==> config.mk <==
export PLATFORM = sky130hd
export DESIGN_NAME = mmss_countdown_relay_timer_unit
export DESIGN_NICKNAME = d
export VERILOG_FILES = /design/src/mcrt_pkg.sv /design/src/mmss_countdown_relay_timer_unit.sv /design/src/mcrt_step.sv
export SDC_FILE = /design/constraint.sdc
export NUM_CORES = 1
export LEC_CHECK = 0
export BUFFER_PORTS_ARGS = -buffer_cell sky130_fd_sc_hd__buf_2
export CAP_MARGIN = 25
export CORE_AREA = 4 4 111 113
export CTS_CLUSTER_SIZE = 12
export DETAILED_ROUTE_END_ITERATION = 10
export DIE_AREA = 0 0 115 117
export GPL_ROUTABILITY_DRIVEN = 1
export GPL_TIMING_DRIVEN = 0
export PLACE_DENSITY_LB_ADDON = 0.15
export SETUP_SLACK_MARGIN = 0.1
export SYNTH_ARGS = -nofsm -noshare
export SYNTH_HDL_FRONTEND = slang
export SYNTH_HIERARCHICAL = 1
export SYNTH_SLANG_ARGS = --single-unit
==> constraint.sdc <==
create_clock -name clk -period 3.95 [get_ports clk]
set_input_delay 0.5925 -clock clk [delete_from_list [all_inputs] [get_ports clk]]
set_output_delay 0.5925 -clock clk [all_outputs]
set_load 0.02 [all_outputs]
==> src/mcrt_pkg.sv <==
package mcrt_pkg;

  // field widths
  localparam int unsigned KindW    = 3;
  localparam int unsigned ElapsedW = 8;
  localparam int unsigned PeriodW  = 12;
  localparam int unsigned AccumW   = 13;
  localparam int unsigned TimeW    = 6;

  // fixed values of the timer
  localparam logic [PeriodW-1:0] PeriodReset = 12'd1000;
  localparam logic [TimeW-1:0]   TimeMax     = 6'd59;
  localparam logic [TimeW-1:0]   SecStep     = 6'd5;
  localparam logic [TimeW-1:0]   SecWrapLow  = 6'd55;

  // button codes, codes 6 and 7 act as no button
  typedef enum logic [KindW-1:0] {
    KIND_NONE       = 3'd0,
    KIND_START_STOP = 3'd1,
    KIND_MIN_UP     = 3'd2,
    KIND_MIN_DOWN   = 3'd3,
    KIND_SEC_UP     = 3'd4,
    KIND_SEC_DOWN   = 3'd5
  } kind_t;

  // timer state carried from one scan pass to the next
  typedef struct packed {
    logic [TimeW-1:0]  set_min;
    logic [TimeW-1:0]  set_sec;
    logic [TimeW-1:0]  left_min;
    logic [TimeW-1:0]  left_sec;
    logic              running;
    logic              start_armed;
    logic [AccumW-1:0] ms_accum;
  } timer_state_t;

  // one result beat
  typedef struct packed {
    logic             relay_on;
    logic             show_remaining;
    logic [TimeW-1:0] shown_min;
    logic [TimeW-1:0] shown_sec;
  } timer_result_t;

endpackage

==> src/mmss_countdown_relay_timer_unit.sv <==
// channel | dir | signals                        | content
// in      | in  | in_tvalid/in_tready/in_tdata   | tuser: kind, tdata: elapsed_ms
// out     | out | out_tvalid/out_tready/out_tdata| tuser: show_remaining, tdata: rest
// cfg     | in  | cfg_valid/cfg_ready/cfg_data   | second_period_ms
//
// one beat per cycle sustained while the output is not stalled; an accepted beat passes through
// the input register, then the step logic, into the result register
// the timer state register is updated as each beat moves into the result register
// rst_n is synchronous and active low; period resets to 1000 ms, time to 00:00
// a stalled output holds its beat; the input register refills while the output drains
module mmss_countdown_relay_timer_unit (
  input  logic        clk,
  input  logic        rst_n,
  input  logic        in_tvalid,
  output logic        in_tready,
  input  logic [7:0]  in_tdata,   // [7:0] elapsed_ms
  input  logic [2:0]  in_tuser,   // [2:0] kind
  output logic        out_tvalid,
  input  logic        out_tready,
  output logic [15:0] out_tdata,  // [0] relay_on, [6:1] shown_minutes,
                                  // [12:7] shown_seconds, [15:13] zero
  output logic        out_tuser,  // [0] show_remaining
  input  logic        cfg_valid,
  output logic        cfg_ready,
  input  logic [11:0] cfg_data    // [11:0] second_period_ms
);
  import mcrt_pkg::*;

  logic                s1_valid_r;
  logic [KindW-1:0]    s1_kind_r;
  logic [ElapsedW-1:0] s1_elapsed_r;
  logic                out_valid_r;
  timer_result_t       out_res_r;
  timer_result_t       res_nxt;
  timer_state_t        state_r;
  timer_state_t        state_nxt;
  logic [PeriodW-1:0]  period_r;
  logic                advance;

  assign advance   = s1_valid_r && (!out_valid_r || out_tready);
  assign in_tready = !s1_valid_r || advance;
  assign cfg_ready = 1'b1;

  // period register
  always_ff @(posedge clk) begin
    if (!rst_n) begin
      period_r <= PeriodReset;
    end else if (cfg_valid) begin
      period_r <= cfg_data;
    end
  end

  // input register
  always_ff @(posedge clk) begin
    if (!rst_n) begin
      s1_valid_r <= 1'b0;
    end else if (in_tready) begin
      s1_valid_r <= in_tvalid;
    end
  end

  always_ff @(posedge clk) begin
    if (in_tready && in_tvalid) begin
      s1_kind_r    <= in_tuser;
      s1_elapsed_r <= in_tdata;
    end
  end

  // step logic
  mcrt_step u_step (
    .cur_i     (state_r),
    .kind_i    (s1_kind_r),
    .elapsed_i (s1_elapsed_r),
    .period_i  (period_r),
    .nxt_o     (state_nxt),
    .res_o     (res_nxt)
  );

  // timer state, start/stop armed out of reset
  always_ff @(posedge clk) begin
    if (!rst_n) begin
      state_r <= '{start_armed: 1'b1, default: '0};
    end else if (advance) begin
      state_r <= state_nxt;
    end
  end

  // result register
  always_ff @(posedge clk) begin
    if (!rst_n) begin
      out_valid_r <= 1'b0;
    end else if (advance) begin
      out_valid_r <= 1'b1;
    end else if (out_tready) begin
      out_valid_r <= 1'b0;
    end
  end

  always_ff @(posedge clk) begin
    if (advance) begin
      out_res_r <= res_nxt;
    end
  end

  assign out_tvalid = out_valid_r;
  assign out_tuser  = out_res_r.show_remaining;
  assign out_tdata  = {3'b000, out_res_r.shown_sec, out_res_r.shown_min,
                       out_res_r.relay_on};

`ifndef ASSERT_OFF
  // a running timer always has time left
  a_running_left: assert property (@(posedge clk) disable iff (!rst_n)
    state_r.running |-> ((state_r.left_min != '0) || (state_r.left_sec != '0)))
    else $error("timer running at 00:00");

  // set time stays in range
  a_set_range: assert property (@(posedge clk) disable iff (!rst_n)
    (state_r.set_min <= TimeMax) && (state_r.set_sec <= TimeMax))
    else $error("set time out of range");

  // remaining time stays in range
  a_left_range: assert property (@(posedge clk) disable iff (!rst_n)
    (state_r.left_min <= TimeMax) && (state_r.left_sec <= TimeMax))
    else $error("remaining time out of range");

  // state only moves when a beat passes into the result register
  a_state_hold: assert property (@(posedge clk) disable iff (!rst_n)
    (!advance && $past(rst_n)) |=> $stable(state_r))
    else $error("timer state changed without a beat");
`endif

endmodule

==> src/mcrt_step.sv <==
module mcrt_step (
  input  mcrt_pkg::timer_state_t              cur_i,
  input  logic [mcrt_pkg::KindW-1:0]          kind_i,
  input  logic [mcrt_pkg::ElapsedW-1:0]       elapsed_i,
  input  logic [mcrt_pkg::PeriodW-1:0]        period_i,
  output mcrt_pkg::timer_state_t              nxt_o,
  output mcrt_pkg::timer_result_t             res_o
);
  import mcrt_pkg::*;

  kind_t             kind_e;
  logic              pressed;
  logic              just_started;
  logic [TimeW:0]    sec_sum;
  logic [AccumW-1:0] acc_sum;
  timer_state_t      st;

  assign kind_e  = kind_t'(kind_i);
  assign pressed = (kind_i >= KIND_START_STOP) && (kind_i <= KIND_SEC_DOWN);
  assign sec_sum = {1'b0, cur_i.set_sec} + {1'b0, SecStep};
  assign acc_sum = cur_i.ms_accum + {{(AccumW-ElapsedW){1'b0}}, elapsed_i};

  // next state for one scan pass
  always_comb begin
    st           = cur_i;
    just_started = 1'b0;

    // button action
    unique case (kind_e)
      KIND_START_STOP: begin
        if (cur_i.start_armed) begin
          if (cur_i.running) begin
            st.running = 1'b0;
            st.set_min = '0;
            st.set_sec = '0;
          end else begin
            st.running   = 1'b1;
            just_started = 1'b1;
            st.left_min  = cur_i.set_min;
            st.left_sec  = cur_i.set_sec;
            st.ms_accum  = '0;
          end
          st.start_armed = 1'b0;
        end
      end
      KIND_MIN_UP: begin
        st.set_min = (cur_i.set_min >= TimeMax) ? '0 : cur_i.set_min + 6'd1;
      end
      KIND_MIN_DOWN: begin
        st.set_min = (cur_i.set_min == '0) ? TimeMax : cur_i.set_min - 6'd1;
      end
      KIND_SEC_UP: begin
        if (sec_sum > {1'b0, TimeMax}) begin
          st.set_sec = '0;
          st.set_min = (cur_i.set_min < TimeMax) ? cur_i.set_min + 6'd1 : TimeMax;
        end else begin
          st.set_sec = sec_sum[TimeW-1:0];
        end
      end
      KIND_SEC_DOWN: begin
        if (cur_i.set_sec < SecStep) begin
          st.set_sec = SecWrapLow;
          if (cur_i.set_min != '0) begin
            st.set_min = cur_i.set_min - 6'd1;
          end
        end else begin
          st.set_sec = cur_i.set_sec - SecStep;
        end
      end
      default: begin
      end
    endcase

    // countdown
    if (st.running) begin
      if (!just_started) begin
        st.ms_accum = acc_sum;
        if (acc_sum > {1'b0, period_i}) begin
          if (st.left_sec == '0) begin
            st.left_sec = TimeMax;
            if (st.left_min != '0) begin
              st.left_min = st.left_min - 6'd1;
            end
          end else begin
            st.left_sec = st.left_sec - 6'd1;
          end
          st.ms_accum = '0;
        end
      end
      if ((st.left_min == '0) && (st.left_sec == '0)) begin
        st.running = 1'b0;
        st.set_min = '0;
        st.set_sec = '0;
      end
    end

    // a pass with no button re-arms start/stop
    if (!pressed) begin
      st.start_armed = 1'b1;
    end
  end

  assign nxt_o = st;

  // display and relay follow the state after the pass
  assign res_o.relay_on       = st.running;
  assign res_o.show_remaining = st.running;
  assign res_o.shown_min      = st.running ? st.left_min : st.set_min;
  assign res_o.shown_sec      = st.running ? st.left_sec : st.set_sec;

endmodule
==> results.toml <==
[setup_path]
critPathTopFamily = "compound AO/OA/AOI/OAI gates"
rr_startpoint = "s1_elapsed_r[1]"
cpMaxStageDelayCell = "edfxtp_1"
cp_slowest_stage_delay_ps = 430
critPathBufInv = 3
cp_max_fo = 10
worstReg2RegEnd = "state_r[36]"
r2r_cells = 22
path_class = "register to register"
ff2ff_setup_slack_ps = -660
worst_setup_path_end_kind = "register"
required_ps = 4170
critPathArrivalTime_ps = 4820
worstPathCellList = "ha_4 > a21o_1 > a21oi_2 > o21bai_2 > a211oi_2 > buf_4 > o31ai_4 > o211ai_1 > xnor2_2 > ha_4 > a21oi_4 > nand2_4 > mux2_4 > o41ai_4 > buf_6 > a21oi_4 > and4b_2 > nor4_2 > clkbuf_4 > a31oi_2 > nand2_1 > mux2i_1"
start_kind = "register"

[placement]
port_buffers = 42
gp_congestion = 0.972
post-place-ws_ps = -966
dp_hpwl_um = 13600

[route]
wl_um = 19600
viasPerCell = 6.25
drt_pass1_iterations = 7
drc = 0
antenna_left = 0
routedWlPerCell_um = 19.8
drt-initial-drc-count = 618
num_vias = 6168

[timing]
skew_ps = 7.87
final_max_slew_viol_count = 0
setup_viol = 49
tns_ps = -17620
max-slew-margin-rel_pct = 42.4
max_slew.worst_pin.slew_ps = 855
whs_ps = 419
finalHoldViolCount = 0
fmax_mhz = 217
fin_crit_ps = 4610
finalCritPeriodShare_pct = 117
layout_setup_ws_ps = -656
rsz0062_at_grt = "true"

[worst_hold_path]
worstHoldPathCells = 1
hold_class = "input pin to register"
hold_end = "s1_elapsed_r[7]"
worstHoldStart = "in_tdata[7]"

[power]
switching_share_pct = 29.3
clockPowerShare_pct = 39.2
p_switching_uw = 658
power_frac_comb_pct = 21.2
power_uw = 2240
powerDensity_nw_per_um2 = 288
vdd_drop_max_v = 0.000188
intPower_uw = 1590
cellLeakagePower_uw = 0.00317
power_frac_seq_pct = 39.5

[clocking]
postCtsHoldBufs = 0
h-tree-depth = 3
cts_buffers = 9
root_buffer = "clkbuf_16"
clk_pin_slew_ps = 60
clock_sinks = 78
insertion_delay_ps = 340
clock_path_buffers = 2
cts_tree = "done"

[logic_synthesis]
synthTopCellsByArea = "dfxtp_1 (17%), edfxtp_1 (12%), mux2i_1 (10%)"
synth_most_common_cell = "nand2_1"
synth_top_flop_cell = "dfxtp_1"
synthCells = 741
synth.largest_area_cell = "dfxtp_1"
synth_area_um2 = 6220
synth_warnings = 6
synth_commonest_cells = "nand2_1 (120), mux2i_1 (64), a21oi_1 (53), dfxtp_1 (53), nor2_1 (44)"
avgSynthCellArea_um2 = 8.40
ys_seq_area_share_pct = 29.1
async_flop_share_pct = 0
synth_edf_count = 25
yosys_register_bits = 78
synth_cell_types = 88
yosysTopAreaCellShare_pct = 17.0

[grt]
overflow = 0
grt_pass1_vias = 5850
grt_start_max_net_pins = 24
grt_first_pass_wirelength_um = 29500
antenna_found_initial = 0
track_usage_pct = 27.8

[floorplanning]
io_pins = 48
rows = 39
coreArea_um2 = 11300
die_area_um2 = 13500
die_y_um = 117
fp.dieW_um = 115
start_util_pct = 55.0

[status]
outcome = "finished with violations"
violations = "setup timing"

[cells_and_area]
diodes = 0
nets = 899
syn2layout_area_growth_pct = 25.0
drive_gt1_share_pct = 26.9

[flow_run]
maxCapViolCount = 0
==> final cells by class <==
| type | count | area [µm²] |
|---|---|---|
| multi-input cells | 586 | 4460 |
| fillers | 888 | 3540 |
| flip-flops and latches | 78 | 1820 |
| repair buffers | 84 | 606 |
| clock buffers | 13 | 303 |
| plain buffers | 47 | 280 |
| well taps | 143 | 179 |
| inverters | 33 | 124 |
| clock inverters | 3 | 20.0 |
==> placed cells by master, fill, tap and decap left out, types with 10 or more instances in the layout <==
master	count
ha_1	28
clkbuf_1	21
nand2b_1	10
clkbuf_16	11
a31oi_2	11
a21oi_1	39
buf_6	24
inv_1	31
nor2b_1	12
nand2_1	114
xnor2_1	15
edfxtp_1	25
dfxtp_1	51
nor2_1	40
buf_2	48
mux2i_1	62
buf_4	29
o21ai_0	30
nand3_1	10
==> per-stage QoR <==
stage                     area (µm²)  cells  util, %
after floorplan                 6290    743        -
after global routing            7780    987     68.8
after detailed placement        6690    929     59.1
final                           7780    987     68.8
after CTS                       7450    968     65.8
after global placement          6680    928     59.0
==> sequential cells by signal, indices dropped and copies added, names as in the netlist <==
| signal | count |
|---|---|
| s1_elapsed_r | 8 |
| s1_kind_r | 3 |
| state_r | 39 |
| out_tuser | 1 |
| out_tdata | 13 |
| s1_valid_r | 1 |
| period_r | 12 |
| out_tvalid | 1 |
==> worst max-delay path by stage <==
stage	start	end	cells after the start
after floorplan	s1_elapsed_r[0]	out_tdata[0]	18
after global placement	s1_elapsed_r[1]	state_r[33]	19
after detailed placement	s1_elapsed_r[1]	state_r[34]	19
after CTS	s1_elapsed_r[1]	state_r[36]	21
after global routing	s1_elapsed_r[1]	state_r[37]	22
final	s1_elapsed_r[1]	state_r[36]	22
==> cell families after synthesis <==
kind of cell | synth area share [%]
other | 0.121
buffers and inverters | 6.35
adder cells (fa/ha/maj) | 6.55
flip-flops | 29.1
AND/OR/NAND/NOR | 20.2
AO/OA/AOI/OAI | 22.6
XOR/XNOR | 3.50
multiplexers | 11.6
==> what timing repair did <==
action | in CTS | in global routing
gates resized for setup | 72 | 38
endpoints found under the hold margin | 0 | 0
endpoints found under the setup margin | 51 | 51
setup buffers | 21 | 19
pin swaps | 30 | 32
gates cloned | 2 | 0
==> power groups by stage <==
stage	clock network [µW]	registers, µW	logic (µW)
after global placement	0	901	414
after detailed placement	0	904	424
after global routing	927	889	514
after CTS	888	886	453
after floorplan	0	908	302
final	880	886	477
==> layer usage <==
| layer | wire length [µm] | GRT usage, % | vias to the layer above | part of all wire (%) |
|---|---|---|---|---|
| li1 | - | - | 2871 | - |
| met5 | 0 | 0 | - | 0 |
| met2 | 9580 | 49.0 | 307 | 49 |
| met4 | 1170 | 14.9 | 0 | 6.0 |
| met1 | 7600 | 32.9 | 2900 | 39 |
| met3 | 1230 | 3.60 | 90 | 6.3 |
(Power assumes the default switching activity.)
